**config.mk**
```make
export PLATFORM = sky130hd
export DESIGN_NAME = uart_ring_buffer_pair_core
export DESIGN_NICKNAME = d
export VERILOG_FILES = /design/src/rtl/urbp_pkg.sv /design/src/rtl/urbp_ram.sv /design/src/rtl/urbp_ring.sv /design/src/rtl/uart_ring_buffer_pair_core.sv
export VERILOG_INCLUDE_DIRS = /design/src /design/src/rtl
export SDC_FILE = /design/constraint.sdc
export NUM_CORES = 1
export LEC_CHECK = 0
export ABC_AREA = 1
export BUFFER_PORTS_ARGS = -buffer_cell sky130_fd_sc_hd__clkbuf_2
export CAP_MARGIN = 5
export CORE_UTILIZATION = 40
export CTS_CLUSTER_DIAMETER = 100
export CTS_CLUSTER_SIZE = 16
export DETAILED_ROUTE_END_ITERATION = 10
export SYNTH_ARGS = -nofsm -noshare
export SYNTH_HDL_FRONTEND = slang
export SYNTH_HIERARCHICAL = 1
export SYNTH_SLANG_ARGS = --single-unit
export TNS_END_PERCENT = 10
```
**constraint.sdc**
```tcl
create_clock -name clock -period 6.2 [get_ports clock]
set_input_delay 0 -clock clock [delete_from_list [all_inputs] [get_ports clock]]
set_output_delay 0 -clock clock [all_outputs]
set_load 0.02 [all_outputs]
```
**src/rtl/uart_ring_buffer_pair_core_assert.svh**
```systemverilog
// assertion macros shared by the uart ring buffer pair rtl
`ifndef UART_RING_BUFFER_PAIR_CORE_ASSERT_SVH
`define UART_RING_BUFFER_PAIR_CORE_ASSERT_SVH

// same-cycle implication, sampled on clock, off during reset
`define URBP_ASSERT_NOW(label, ante, cons, msg) \
   label: assert property (@(posedge clock) disable iff (reset) (ante) |-> (cons)) \
      else $error(msg);

// next-cycle implication, sampled on clock, off during reset
`define URBP_ASSERT_NEXT(label, ante, cons, msg) \
   label: assert property (@(posedge clock) disable iff (reset) (ante) |=> (cons)) \
      else $error(msg);

`endif

```
**src/rtl/urbp_pkg.sv**
```systemverilog
// shared types and constants for the uart ring buffer pair
package urbp_pkg;

   localparam int BYTE_W        = 8;
   localparam int REQ_TYPE_W    = 3;
   localparam int RX_COUNT_W    = 6;
   localparam int TX_FREE_W     = 3;
   localparam int RX_DEPTH_DEF  = 64;
   localparam int TX_DEPTH_DEF  = 8;

   // request codes; the unused code falls through as a status query
   typedef enum logic [REQ_TYPE_W-1:0] {
      OP_LINE_RX   = 3'd0,
      OP_TX_DONE   = 3'd1,
      OP_HOST_READ = 3'd2,
      OP_HOST_SEND = 3'd3,
      OP_RX_FLUSH  = 3'd4,
      OP_TX_FLUSH  = 3'd5,
      OP_STATUS    = 3'd6
   } op_type;

   // per-beat command to one ring
   typedef struct packed {
      logic push;      // write a byte at the write pointer
      logic pop;       // take the head byte, advance read pointer
      logic flush_rd;  // read pointer jumps to write pointer
      logic flush_wr;  // write pointer drops back to read pointer, clears overflow
   } ring_cmd_type;

endpackage

```
**src/rtl/urbp_ram.sv**
```systemverilog
// generic single write port ram with registered read
module urbp_ram #(
   parameter int WIDTH = 8,
   parameter int DEPTH = 64
) (
   input  logic                     clock,
   input  logic                     wr_en,
   input  logic [$clog2(DEPTH)-1:0] wr_addr,
   input  logic [WIDTH-1:0]         wr_data,
   input  logic [$clog2(DEPTH)-1:0] rd_addr,
   output logic [WIDTH-1:0]         rd_data
);

   logic [WIDTH-1:0] mem_ff [DEPTH];
   logic [WIDTH-1:0] rd_data_ff;

   // write port
   always_ff @(posedge clock) begin
      if (wr_en) begin
         mem_ff[wr_addr] <= wr_data;
      end
   end

   // registered read port
   always_ff @(posedge clock) begin
      rd_data_ff <= mem_ff[rd_addr];
   end

   assign rd_data = rd_data_ff;

endmodule

```
**src/rtl/urbp_ring.sv**
```systemverilog
// one circular byte buffer: pointers, overflow flag, storage and head prefetch
module urbp_ring #(
   parameter int DEPTH = 64
) (
   input  logic                         clock,
   input  logic                         reset,
   input  urbp_pkg::ring_cmd_type       cmd,
   input  logic [urbp_pkg::BYTE_W-1:0]  push_data,
   output logic [urbp_pkg::BYTE_W-1:0]  head_data,
   output logic                         empty,
   output logic [$clog2(DEPTH)-1:0]     level,
   output logic                         over_flag
);
   import urbp_pkg::*;

   localparam int PTR_W = $clog2(DEPTH);
   localparam logic [PTR_W-1:0] LAST_PTR = PTR_W'(DEPTH - 1);
   localparam logic [PTR_W:0]   DEPTH_W  = (PTR_W + 1)'(DEPTH);

   logic [PTR_W-1:0]  wr_ptr_ff, wr_ptr_in;
   logic [PTR_W-1:0]  rd_ptr_ff, rd_ptr_in;
   logic              over_ff, over_in;
   logic [PTR_W-1:0]  wr_nxt, rd_nxt;
   logic [PTR_W:0]    level_wide;
   logic [DEPTH-1:0]  valid_ff;
   logic              head_valid_ff;
   logic              head_fwd_ff;
   logic [BYTE_W-1:0] fwd_data_ff;
   logic [BYTE_W-1:0] ram_q;

   // pointer increment with wrap at the depth
   assign wr_nxt = (wr_ptr_ff == LAST_PTR) ? '0 : wr_ptr_ff + 1'b1;
   assign rd_nxt = (rd_ptr_ff == LAST_PTR) ? '0 : rd_ptr_ff + 1'b1;

   // next pointer and flag state
   always_comb begin
      wr_ptr_in = wr_ptr_ff;
      rd_ptr_in = rd_ptr_ff;
      over_in   = over_ff;
      if (cmd.push) begin
         wr_ptr_in = wr_nxt;
         if (wr_nxt == rd_ptr_ff) begin
            over_in = 1'b1;
         end
      end
      if (cmd.pop) begin
         rd_ptr_in = rd_nxt;
      end
      if (cmd.flush_rd) begin
         rd_ptr_in = wr_ptr_ff;
      end
      if (cmd.flush_wr) begin
         wr_ptr_in = rd_ptr_ff;
         over_in   = 1'b0;
      end
   end

   always_ff @(posedge clock) begin
      if (reset) begin
         wr_ptr_ff <= '0;
         rd_ptr_ff <= '0;
         over_ff   <= 1'b0;
      end else begin
         wr_ptr_ff <= wr_ptr_in;
         rd_ptr_ff <= rd_ptr_in;
         over_ff   <= over_in;
      end
   end

   // entries never written read as zero
   always_ff @(posedge clock) begin
      if (reset) begin
         valid_ff <= '0;
      end else if (cmd.push) begin
         valid_ff[wr_ptr_ff] <= 1'b1;
      end
   end

   // storage, read address follows the next read pointer so the head is ready
   urbp_ram #(
      .WIDTH (BYTE_W),
      .DEPTH (DEPTH)
   ) u_ram (
      .clock   (clock),
      .wr_en   (cmd.push),
      .wr_addr (wr_ptr_ff),
      .wr_data (push_data),
      .rd_addr (rd_ptr_in),
      .rd_data (ram_q)
   );

   // head prefetch with forward of a same-cycle write to the head entry
   always_ff @(posedge clock) begin
      if (reset) begin
         head_valid_ff <= 1'b0;
         head_fwd_ff   <= 1'b0;
      end else begin
         head_valid_ff <= valid_ff[rd_ptr_in];
         head_fwd_ff   <= cmd.push && (wr_ptr_ff == rd_ptr_in);
      end
   end

   always_ff @(posedge clock) begin
      fwd_data_ff <= push_data;
   end

   assign head_data = head_fwd_ff   ? fwd_data_ff :
                      head_valid_ff ? ram_q       : '0;

   // status: level and overflow after this beat, empty from the current pointers
   assign level_wide = (wr_ptr_in >= rd_ptr_in) ?
                       ({1'b0, wr_ptr_in} - {1'b0, rd_ptr_in}) :
                       ({1'b0, wr_ptr_in} + DEPTH_W - {1'b0, rd_ptr_in});
   assign level      = level_wide[PTR_W-1:0];
   assign empty      = (wr_ptr_ff == rd_ptr_ff);
   assign over_flag  = over_in;

endmodule

```
**src/rtl/uart_ring_buffer_pair_core.sv**
```systemverilog
// uart receive and transmit ring buffer pair, top level
// response: registered, valid in the cycle after an accepted request beat
// throughput: one request per cycle while responses are taken; each beat touches
//    at most one ring entry, with the head prefetched via the registered ram read port
// reset: synchronous, clears pointers, flags and the entry valid bits, so all
//    entries read as zero; no clearing sweep, requests are taken right after

module uart_ring_buffer_pair_core #(
   parameter int RX_DEPTH = urbp_pkg::RX_DEPTH_DEF,
   parameter int TX_DEPTH = urbp_pkg::TX_DEPTH_DEF
) (
   input  logic                             clock,
   input  logic                             reset,
   input  logic                             req_valid,
   output logic                             req_ready,
   input  logic [urbp_pkg::REQ_TYPE_W-1:0]  req_type,
   input  logic [urbp_pkg::BYTE_W-1:0]      req_data_in,
   input  logic                             req_line_idle,
   output logic                             rsp_valid,
   input  logic                             rsp_ready,
   output logic [urbp_pkg::BYTE_W-1:0]      rsp_read_data,
   output logic                             rsp_line_out_valid,
   output logic [urbp_pkg::BYTE_W-1:0]      rsp_line_out_byte,
   output logic [urbp_pkg::RX_COUNT_W-1:0]  rsp_rx_count,
   output logic [urbp_pkg::TX_FREE_W-1:0]   rsp_tx_free,
   output logic                             rsp_rx_overflow,
   output logic                             rsp_tx_overflow
);
   import urbp_pkg::*;

   `include "uart_ring_buffer_pair_core_assert.svh"

   localparam int RX_PW = $clog2(RX_DEPTH);
   localparam int TX_PW = $clog2(TX_DEPTH);
   localparam logic [TX_PW-1:0] TX_LAST = TX_PW'(TX_DEPTH - 1);

   logic              accept;
   ring_cmd_type      rx_cmd, tx_cmd;
   logic [BYTE_W-1:0] rx_head, tx_head;
   logic              rx_empty, tx_empty;
   logic [RX_PW-1:0]  rx_level;
   logic [TX_PW-1:0]  tx_level;
   logic              rx_over, tx_over;
   logic [TX_PW-1:0]  tx_free_full;

   logic [BYTE_W-1:0]     read_data_in;
   logic                  line_valid_in;
   logic [BYTE_W-1:0]     line_byte_in;

   logic                  rsp_valid_ff;
   logic [BYTE_W-1:0]     read_data_ff;
   logic                  line_valid_ff;
   logic [BYTE_W-1:0]     line_byte_ff;
   logic [RX_COUNT_W-1:0] rx_count_ff;
   logic [TX_FREE_W-1:0]  tx_free_ff;
   logic                  rx_over_ff;
   logic                  tx_over_ff;

   // handshake: the response register frees up when its beat is taken
   assign req_ready = !reset && (!rsp_valid_ff || rsp_ready);
   assign accept    = req_valid && req_ready;

   // decode the request into ring commands and response bytes
   always_comb begin
      rx_cmd        = '0;
      tx_cmd        = '0;
      read_data_in  = '0;
      line_valid_in = 1'b0;
      line_byte_in  = '0;
      if (accept) begin
         unique case (req_type)
            OP_LINE_RX: begin
               rx_cmd.push = 1'b1;
            end
            OP_TX_DONE: begin
               if (!tx_empty) begin
                  tx_cmd.pop    = 1'b1;
                  line_valid_in = 1'b1;
                  line_byte_in  = tx_head;
               end
            end
            OP_HOST_READ: begin
               rx_cmd.pop   = 1'b1;
               read_data_in = rx_head;
            end
            OP_HOST_SEND: begin
               // empty ring and idle line: byte bypasses the ring
               if (tx_empty && req_line_idle) begin
                  line_valid_in = 1'b1;
                  line_byte_in  = req_data_in;
               end else begin
                  tx_cmd.push = 1'b1;
               end
            end
            OP_RX_FLUSH: begin
               rx_cmd.flush_rd = 1'b1;
            end
            OP_TX_FLUSH: begin
               tx_cmd.flush_wr = 1'b1;
            end
            default: begin
               // status query and the unused code change nothing
            end
         endcase
      end
   end

   // receive ring
   urbp_ring #(
      .DEPTH (RX_DEPTH)
   ) u_rx_ring (
      .clock     (clock),
      .reset     (reset),
      .cmd       (rx_cmd),
      .push_data (req_data_in),
      .head_data (rx_head),
      .empty     (rx_empty),
      .level     (rx_level),
      .over_flag (rx_over)
   );

   // transmit ring
   urbp_ring #(
      .DEPTH (TX_DEPTH)
   ) u_tx_ring (
      .clock     (clock),
      .reset     (reset),
      .cmd       (tx_cmd),
      .push_data (req_data_in),
      .head_data (tx_head),
      .empty     (tx_empty),
      .level     (tx_level),
      .over_flag (tx_over)
   );

   // free places are depth minus one minus the fill level
   assign tx_free_full = TX_LAST - tx_level;

   // response register
   always_ff @(posedge clock) begin
      if (reset) begin
         rsp_valid_ff <= 1'b0;
      end else begin
         rsp_valid_ff <= accept || (rsp_valid_ff && !rsp_ready);
      end
   end

   always_ff @(posedge clock) begin
      if (accept) begin
         read_data_ff  <= read_data_in;
         line_valid_ff <= line_valid_in;
         line_byte_ff  <= line_byte_in;
         rx_count_ff   <= RX_COUNT_W'(rx_level);
         tx_free_ff    <= TX_FREE_W'(tx_free_full);
         rx_over_ff    <= rx_over;
         tx_over_ff    <= tx_over;
      end
   end

   assign rsp_valid          = rsp_valid_ff;
   assign rsp_read_data      = read_data_ff;
   assign rsp_line_out_valid = line_valid_ff;
   assign rsp_line_out_byte  = line_byte_ff;
   assign rsp_rx_count       = rx_count_ff;
   assign rsp_tx_free        = tx_free_ff;
   assign rsp_rx_overflow    = rx_over_ff;
   assign rsp_tx_overflow    = tx_over_ff;

   // checks
   `URBP_ASSERT_NEXT(a_tx_done_drains, accept && (req_type == OP_TX_DONE) && !tx_empty,
      rsp_valid && rsp_line_out_valid, "tx done on a filled ring handed no byte to the line")
   `URBP_ASSERT_NEXT(a_read_data_zero, accept && (req_type != OP_HOST_READ),
      rsp_valid && (rsp_read_data == '0), "read data nonzero on a beat that is not a host read")
   `URBP_ASSERT_NEXT(a_rx_over_sticky, rx_over, rx_over, "receive overflow flag dropped")
   `URBP_ASSERT_NEXT(a_tx_flush_clears, accept && (req_type == OP_TX_FLUSH),
      !rsp_tx_overflow && tx_empty, "tx flush left the ring filled or the flag set")
   `URBP_ASSERT_NEXT(a_rx_flush_empties, accept && (req_type == OP_RX_FLUSH),
      rx_empty && (rsp_rx_count == '0), "rx flush left bytes in the receive ring")
   `URBP_ASSERT_NOW(a_no_cmd_idle, !accept,
      (rx_cmd == '0) && (tx_cmd == '0), "ring command issued without an accepted beat")

endmodule

```
### Yosys cells after proc, flatten, opt, wreduce, memory -nomap -nowiden

Memories as Yosys holds them, arrays and structs flattened. A register that Yosys moved wholly into a read port is not among the register bits.
Cells that the tools add are included.

* register bits after elaboration: 133
* bits in writable memories: 576
* memories: 2
* word-level logic and storage cells: 121
* input bits: 16
* output and inout port bits: 30

Memories
* u_rx_ring.u_ram.mem_ff: depth 64, width 8, rd ports 1, clocked after Yosys merged registers in 1, write ports 1, RTL line urbp_ram.sv:14 `logic [WIDTH-1:0] mem_ff [DEPTH];`
* u_tx_ring.u_ram.mem_ff: depth 8, width 8, rd ports 1, clocked after Yosys merged registers in 1, write ports 1, RTL line urbp_ram.sv:14

* muxes and demuxes: 49
* reductions and logical operators: 14
* bitwise gates (word level): 2
* $lt $le $gt $ge: 8
* equal/unequal tests: 14
* add/sub/neg operators: 11

Operator list (number)
* bitwise OR 64 bit: 1
* 2-to-1 mux 8 bit: 6
* 2-to-1 mux 6 bit: 6
* 2-to-1 mux 1 bit: 23
* 2-to-1 mux 3 bit: 7
* adder 6 x 1 -> 6 bit (second input constant): 3
* case mux 8 bit (2 select lines): 1
* < comparator 6 x 7 -> 1 bit (second input constant): 2
* equality test 3 bit (second input constant): 4
* equality test 6 bit: 2
* equality test 6 bit (second input constant): 2
* subtractor 6 bit: 2
* adder 3 x 1 -> 3 bit (second input constant): 3
* equality test 3 bit: 3
* logical AND 1 bit: 8
* < comparator 3 x 4 -> 1 bit (second input constant): 2
* bitwise OR 8 bit: 1
* binary-select mux 1 bit (select 6 bit): 1
* demux 1 bit (select 6 bit): 1
* equality test 3 x 2 -> 1 bit (second input constant): 2
* >= comparator 6 x 1 -> 1 bit (second input constant): 1
* >= comparator 6 bit: 1
* subtractor 3 bit: 2
* binary-select mux 1 bit (select 3 bit): 1
* other kinds (10): 13

### Logic depth before layout (Yosys ltp)

Gate-level depths: netlist (run 1).

* word-level depth: 11
* mapped depth: 22
* depth with buffers taken out: 18

### Cells and area by module

Netlist (run 1), hierarchy kept.

Modules (own cells, without submodules)
* urbp_ram (u_rx_ring.u_ram): cells an instance 1805, times used 1, seq. area each 15534.9 µm², area each 21339.2 µm²
* urbp_ring (u_rx_ring): cells an instance 647, times used 1, seq. area each 1741.7 µm², area each 4455.5 µm²
* urbp_ram (u_tx_ring.u_ram): cells an instance 303, times used 1, seq. area each 2082.0 µm², area each 3050.4 µm²
* urbp_ring (u_tx_ring): cells an instance 178, times used 1, seq. area each 500.5 µm², area each 1263.7 µm²
* uart_ring_buffer_pair_core: cells an instance 120, times used 1, seq. area each 860.8 µm², area each 1251.2 µm²

### Least setup slack after synthesis (run 1)

No wires, ideal clock.

* kind: register -> register
* from: register rsp_valid_ff, in the netlist rsp_valid
* to: register rx_count_ff[4], in the netlist rsp_rx_count[4], data pin
* cell stages (with the launch flop): 14
* clock period less this slack: 2852 ps
* required time: 5938 ps
* arrival time: 2590 ps
* setup time: 262 ps
* buffers on the path: 1
* path slack: 3348 ps
* cells stage by stage: dfxtp_1 > nand2_1 > nand3_1 > nor2_1 > inv_2 > a21oi_2 > nand2_4 > nand2_4 > buf_2 > inv_1 > ha_1 > fa_1 > o21ai_0 > xor2_1

RTL lines
* start, declared: RTL line uart_ring_buffer_pair_core.sv:50 `logic rsp_valid_ff;`
* start signal, assigned: RTL line uart_ring_buffer_pair_core.sv:144 `rsp_valid_ff <= accept || (rsp_valid_ff && !rsp_ready);`
* end signal, assigned: RTL line uart_ring_buffer_pair_core.sv:153 `rx_count_ff <= RX_COUNT_W'(rx_level);`
* end, declared: RTL line uart_ring_buffer_pair_core.sv:54 `logic [RX_COUNT_W-1:0] rx_count_ff;`

==> reports/qor.yml, run 1 <==
status: "finished, final reports clean"
end_kind: "flip-flop"
arrival_ps: 5230
r2r_start: "rsp_valid"
slew_headroom: 0.210
crit_start: "rsp_valid"
via_per_inst: 5.17
fin_nets: 3062
dpl_worst_slack_ps: 1540
grt_max_degree: 175
synth.avg_cell_area_um2: 10.3
multi_input_area_mm2: 0.00867
die_h_um: 282
grt_pass1_wl_mm: 124
htreeDepth: 2
ios: 46
wl_per_cell_um: 19.7
max_freq_ghz: 0.213
ys_warn_count: 6
die_area_mm2: 0.0794
clockBufferDepth: 3
stdcell_area_mm2: 0.0337
wirelength_mm: 81.2
die_x_um: 282
cts.root.buffer_cell: "clkbuf_16"
setup-tns-final_ps: 0
antenna_cells: 0
hold_class: "input port to flip-flop"
routed.top_layer: "met4"
cts_buffers: 51
max_slew.worst_pin.slew_ps: 1180
antenna_found_initial: 0
coreArea_mm2: 0.0775
drt-pass1-iter-count: 7
crit_fanout: 112
power.leakage_nw: 12.4
wl_met1_mm: 37.8
setup_viol: 0
fin_crit_ps: 4690
netlist_instances: 3045
syn-cell-area_mm2: 0.0313
grtUsageTotal: 0.204
cts_tree: "yes"
io_buffers: 45
wl_met2_mm: 36.7
gp_congestion: 0.878
area_delta_synth_final_pct: 7.56
min_period_over_period: 0.756
fin_skew_ps: 35.0
route.detailed.drc: 0
vias: 21292
hold_violations: 0
grt-ovfl-total: 0
start_util: 0.404
crit_required_ps: 6750
post-dp-hpwl_mm: 46.9
clk_latency_ps: 630
ir_drop_mv: 0.195
slew_violations: 0
drtIter0Drc: 2178
first_global_vias: 19941
clk_pin_slew_worst_paths_ps: 80
rows: 102
utilization: 0.435
worstSetupPathType: "flip-flop to flip-flop"
cap_violations: 0
reg2reg_depth: 16
start_kind: "flip-flop"
drtAntennaViolNets: 0
met3_length_mm: 5.43
final_layout_size_suffix_gt1_frac: 0.0595
holdWs_ps: 25.3
r2r_end: "u_rx_ring/u_ram/rd_data[3]"
cts.sinks: 733
critPathCapture: "u_rx_ring/u_ram/rd_data[3]"
finalWorstSetupSlack_ps: 1510
powerDensity_mw_per_mm2: 274
rsz0062_at_grt: "false"
fillerInstances: 7422
seqCellArea_mm2: 0.0207
reg2reg_slack_ps: 1510
place_area_mm2: 0.0321
-- worst min-delay path by stage --
stage / to / cells past startpoint / start / slack [ps]
6_report: u_rx_ring/fwd_data_ff[3] / 1 / req_data_in[3] / 30
2_1_floorplan: u_rx_ring/fwd_data_ff[0] / 0 / req_data_in[0] / 30
3_5_place_dp: rsp_valid / 3 / req_valid / 260
4_1_cts: u_rx_ring/fwd_data_ff[2] / 1 / req_data_in[2] / 8
3_3_place_gp: rsp_valid / 3 / req_valid / 250
5_1_grt: u_rx_ring/fwd_data_ff[3] / 1 / req_data_in[3] / 30
-- where the power goes --
group          switching (W)  total [W]  internal, W
Sequential         0.0000383    0.00539      0.00535
Clock                0.00166    0.00323      0.00157
Combinational       0.000466   0.000623     0.000158
-- critical path, cell delays in order, from the launching register on --
cell,delay [ps]
dfxtp_1,320
nand2_1,90
nand3_1,230
nor2_1,450
nand2_2,460
nand2_4,560
inv_8,270
inv_8,590
buf_4,500
nand2_1,90
nand3_1,90
nand3_1,100
nand2_1,120
nand2_1,60
nand3_1,250
nand3_1,120
nand2_1,80
-- sequential cells by signal, summed over array words and instances (netlist names), 3 cells and up --
signal / cells
u_rx_ring/rd_ptr_ff: 6
rsp_line_out_byte: 8
u_tx_ring/valid_ff: 8
u_rx_ring/valid_ff: 64
rsp_tx_free: 3
rsp_rx_count: 6
u_rx_ring/wr_ptr_ff: 6
u_tx_ring/wr_ptr_ff: 3
u_rx_ring/u_ram/rd_data: 8
rsp_read_data: 8
u_tx_ring/fwd_data_ff: 8
u_tx_ring/u_ram/mem_ff: 64
u_rx_ring/fwd_data_ff: 8
u_rx_ring/u_ram/mem_ff: 512
u_tx_ring/u_ram/rd_data: 8
u_tx_ring/rd_ptr_ff: 3
-- layout by cell type, fill, tap and decap left out, types with 12 or more instances in the layout --
master / n
inv_1: 201
xor2_1: 14
clkbuf_1: 40
inv_2: 14
buf_4: 40
edfxtp_1: 604
clkbuf_16: 51
a21oi_1: 90
dlygate4sd3_1: 13
o21ai_0: 20
clkbuf_2: 36
nand3_1: 596
nand2_1: 967
dfxtp_1: 129
nor2_1: 143
nand4_1: 12
-- through the flow --
stage | std cells | power [W]
after floorplan | 3049 | 0.00590
after global placement | 4008 | 0.00612
after detailed placement | 4008 | 0.00612
after CTS | 4116 | 0.00932
after global routing | 4116 | 0.00956
final | 4116 | 0.00924
-- area by class of cell --
| type | instances | share of cell area |
|---|---|---|
| Multi-Input combinational cell | 1935 | 0.258 |
| Clock buffer | 91 | 0.0424 |
| Inverter | 220 | 0.0252 |
| Sequential cell | 733 | 0.615 |
| Tap cell | 1040 | 0.0386 |
| Timing Repair Buffer | 93 | 0.0192 |
| Clock inverter | 4 | 0.00171 |
-- metal layers --
layer	track usage	vias to the layer above
met1	0.306	10270
met2	0.317	696
met5	0	-
li1	-	10232
met4	0.0410	0
met3	0.0259	94
-- repair_timing --
action                                 4_1_cts  5_1_grt
setup endpoints to repair                    0        0
endpoints found under the hold margin       62        0
buffers inserted                             0        0
hold buffers                                13        0
resized for setup                            0        0
Power figures use the tool's default switching activity.
==> run 2, diff against run 1 <==
Clock period 6.2 ns to 4.5 ns, I/O delays scaled along.
==> reports/qor.yml, run 2 (synthesis gave the netlist of run 1 again) <==
hold_violations: 0
wl_per_cell_um: 19.5
max_slew.worst_pin.slew_ps: 1140
cp_slowest_cell: "inv_2"
antenna_found_initial: 1
slew_violations: 0
dpl_worst_slack_ps: 844
rows: 102
final_cell_mix: "967 x nand2_1, 604 x edfxtp_1, 596 x nand3_1"
finalWorstSetupSlack_ps: 742
gp_congestion: 0.869
mostFrequentLayoutCell: "nand2_1"
grt_max_degree: 115
cts.sinks: 733
drtAntennaViolNets: 0
max_freq_ghz: 0.266
drtIter0Drc: 2275
ir_drop_mv: 0.280
slowest_delay_ps: 670
fillerInstances: 7322
ios: 46
via_per_inst: 5.18
path_cells: "nand2_1 -> nand3_1 -> nor2_1 -> inv_2 -> o21ai_0 -> buf_4 -> inv_2 -> inv_2 -> buf_4 -> nand3_1 -> nand2_1 -> nand2_1 -> nand3_1 -> nand3_1 -> nand2_1"
crit_fanout: 37
clk_pin_slew_worst_paths_ps: 70
crit_buf_inv: 5
power.leakage_nw: 12.5
grt-ovfl-total: 0
multi_input_area_mm2: 0.00867
start_kind: "flip-flop"
htreeDepth: 2
arrival_ps: 4310
first_global_vias: 20371
die_h_um: 282
rsz0062_at_grt: "false"
clockBufferDepth: 3
ctsHoldBuffers: 17
setup_viol: 0
powerDensity_mw_per_mm2: 375
final_layout_size_suffix_gt1_frac: 0.0621
route.detailed.drc: 0
cts_resized: 0
largest_reg_flops: 512
grt_pass1_wl_mm: 123
stdcell_area_mm2: 0.0338
seqCellArea_mm2: 0.0207
crit_family: "buffers and inverters"
io_buffers: 45
drt-pass1-iter-count: 8
cap_violations: 0
area_delta_synth_final_pct: 8.01
wirelength_mm: 80.2
post_cts_buffers: 0
worstSetupPathType: "flip-flop to flip-flop"
holdWs_ps: 26.6
fin_skew_ps: 22.8
cts_tree: "yes"
fin_crit_ps: 3760
crit_required_ps: 5050
cts_buffers: 51
slew_headroom: 0.233
coreArea_mm2: 0.0775
finalPower_w: 0.0127
grtUsageTotal: 0.203
fin_nets: 3074
vias: 21314
end_kind: "flip-flop"
post-dp-hpwl_mm: 47.3
setup-tns-final_ps: 0
die_area_mm2: 0.0794
place_area_mm2: 0.0322
status: "finished, final reports clean"
min_period_over_period: 0.835
clk_latency_ps: 620
reg_top3: "u_rx_ring/u_ram/mem_ff (512), u_rx_ring/valid_ff (64), u_tx_ring/u_ram/mem_ff (64)"
die_x_um: 282
hold_class: "input port to flip-flop"
start_util: 0.404
cts.root.buffer_cell: "clkbuf_16"
top_register: "u_rx_ring/u_ram/mem_ff"
## run 2: cell count changes in the layout (fill, tap and decap cells not counted)
cell	delta
buf_4	+1
diode_2	+1
buf_12	+7
clkbuf_1	-12
dlygate4sd3_1	+4
inv_16	-1
clkbuf_16	+1
clkinv_8	-1
inv_6	+1
## run 2: worst paths after layout
path,from,end,slack [ps],cells past startpoint
hold reg to reg,u_tx_ring/valid_ff[4],u_tx_ring/valid_ff[4],460,2
hold / removal,req_data_in[0],u_tx_ring/fwd_data_ff[0],30,1
setup reg to reg,rsp_valid,u_rx_ring/u_ram/rd_data[2],740,15
setup / recovery,rsp_valid,u_rx_ring/u_ram/rd_data[2],740,15
## run 2: worst register-to-register path, delay by kind of cell, from the launching register on
kind / cells / cell delay [ps]
flops: 1 / 320
simple gates: 9 / 1530
buf+inv: 5 / 1630
compound gates: 1 / 200
## run 2: per-stage QoR
step                       util  instances
after global placement    0.416       4016
after floorplan               -       3049
after CTS                 0.436       4116
final                     0.437       4117
after global routing      0.436       4116
after detailed placement  0.416       4016
## run 2: metal layers
| metal | global-route usage | vias to the layer above | part of all wire |
|---|---|---|---|
| met4 | 0.0521 | 0 | 0.023 |
| met3 | 0.0330 | 109 | 0.072 |
| met1 | 0.293 | 10208 | 0.45 |
| li1 | - | 10249 | - |
| met5 | 0 | - | 0 |
| met2 | 0.319 | 748 | 0.45 |
## run 2: final cells by class
type | count | area share
Antenna cell | 1 | 0.0000740
Clock buffer | 80 | 0.0416
Clock inverter | 3 | 0.000888
Inverter | 220 | 0.0251
Multi-Input combinational cell | 1935 | 0.256
Sequential cell | 733 | 0.613
Tap cell | 1040 | 0.0385
Timing Repair Buffer | 105 | 0.0246
## run 2: power breakdown
part | leakage [nW] | switching [W] | internal (W)
sequential | 6.50 | 0.0000463 | 0.00737
clock | 0.689 | 0.00223 | 0.00214
combinational | 5.30 | 0.000649 | 0.000230
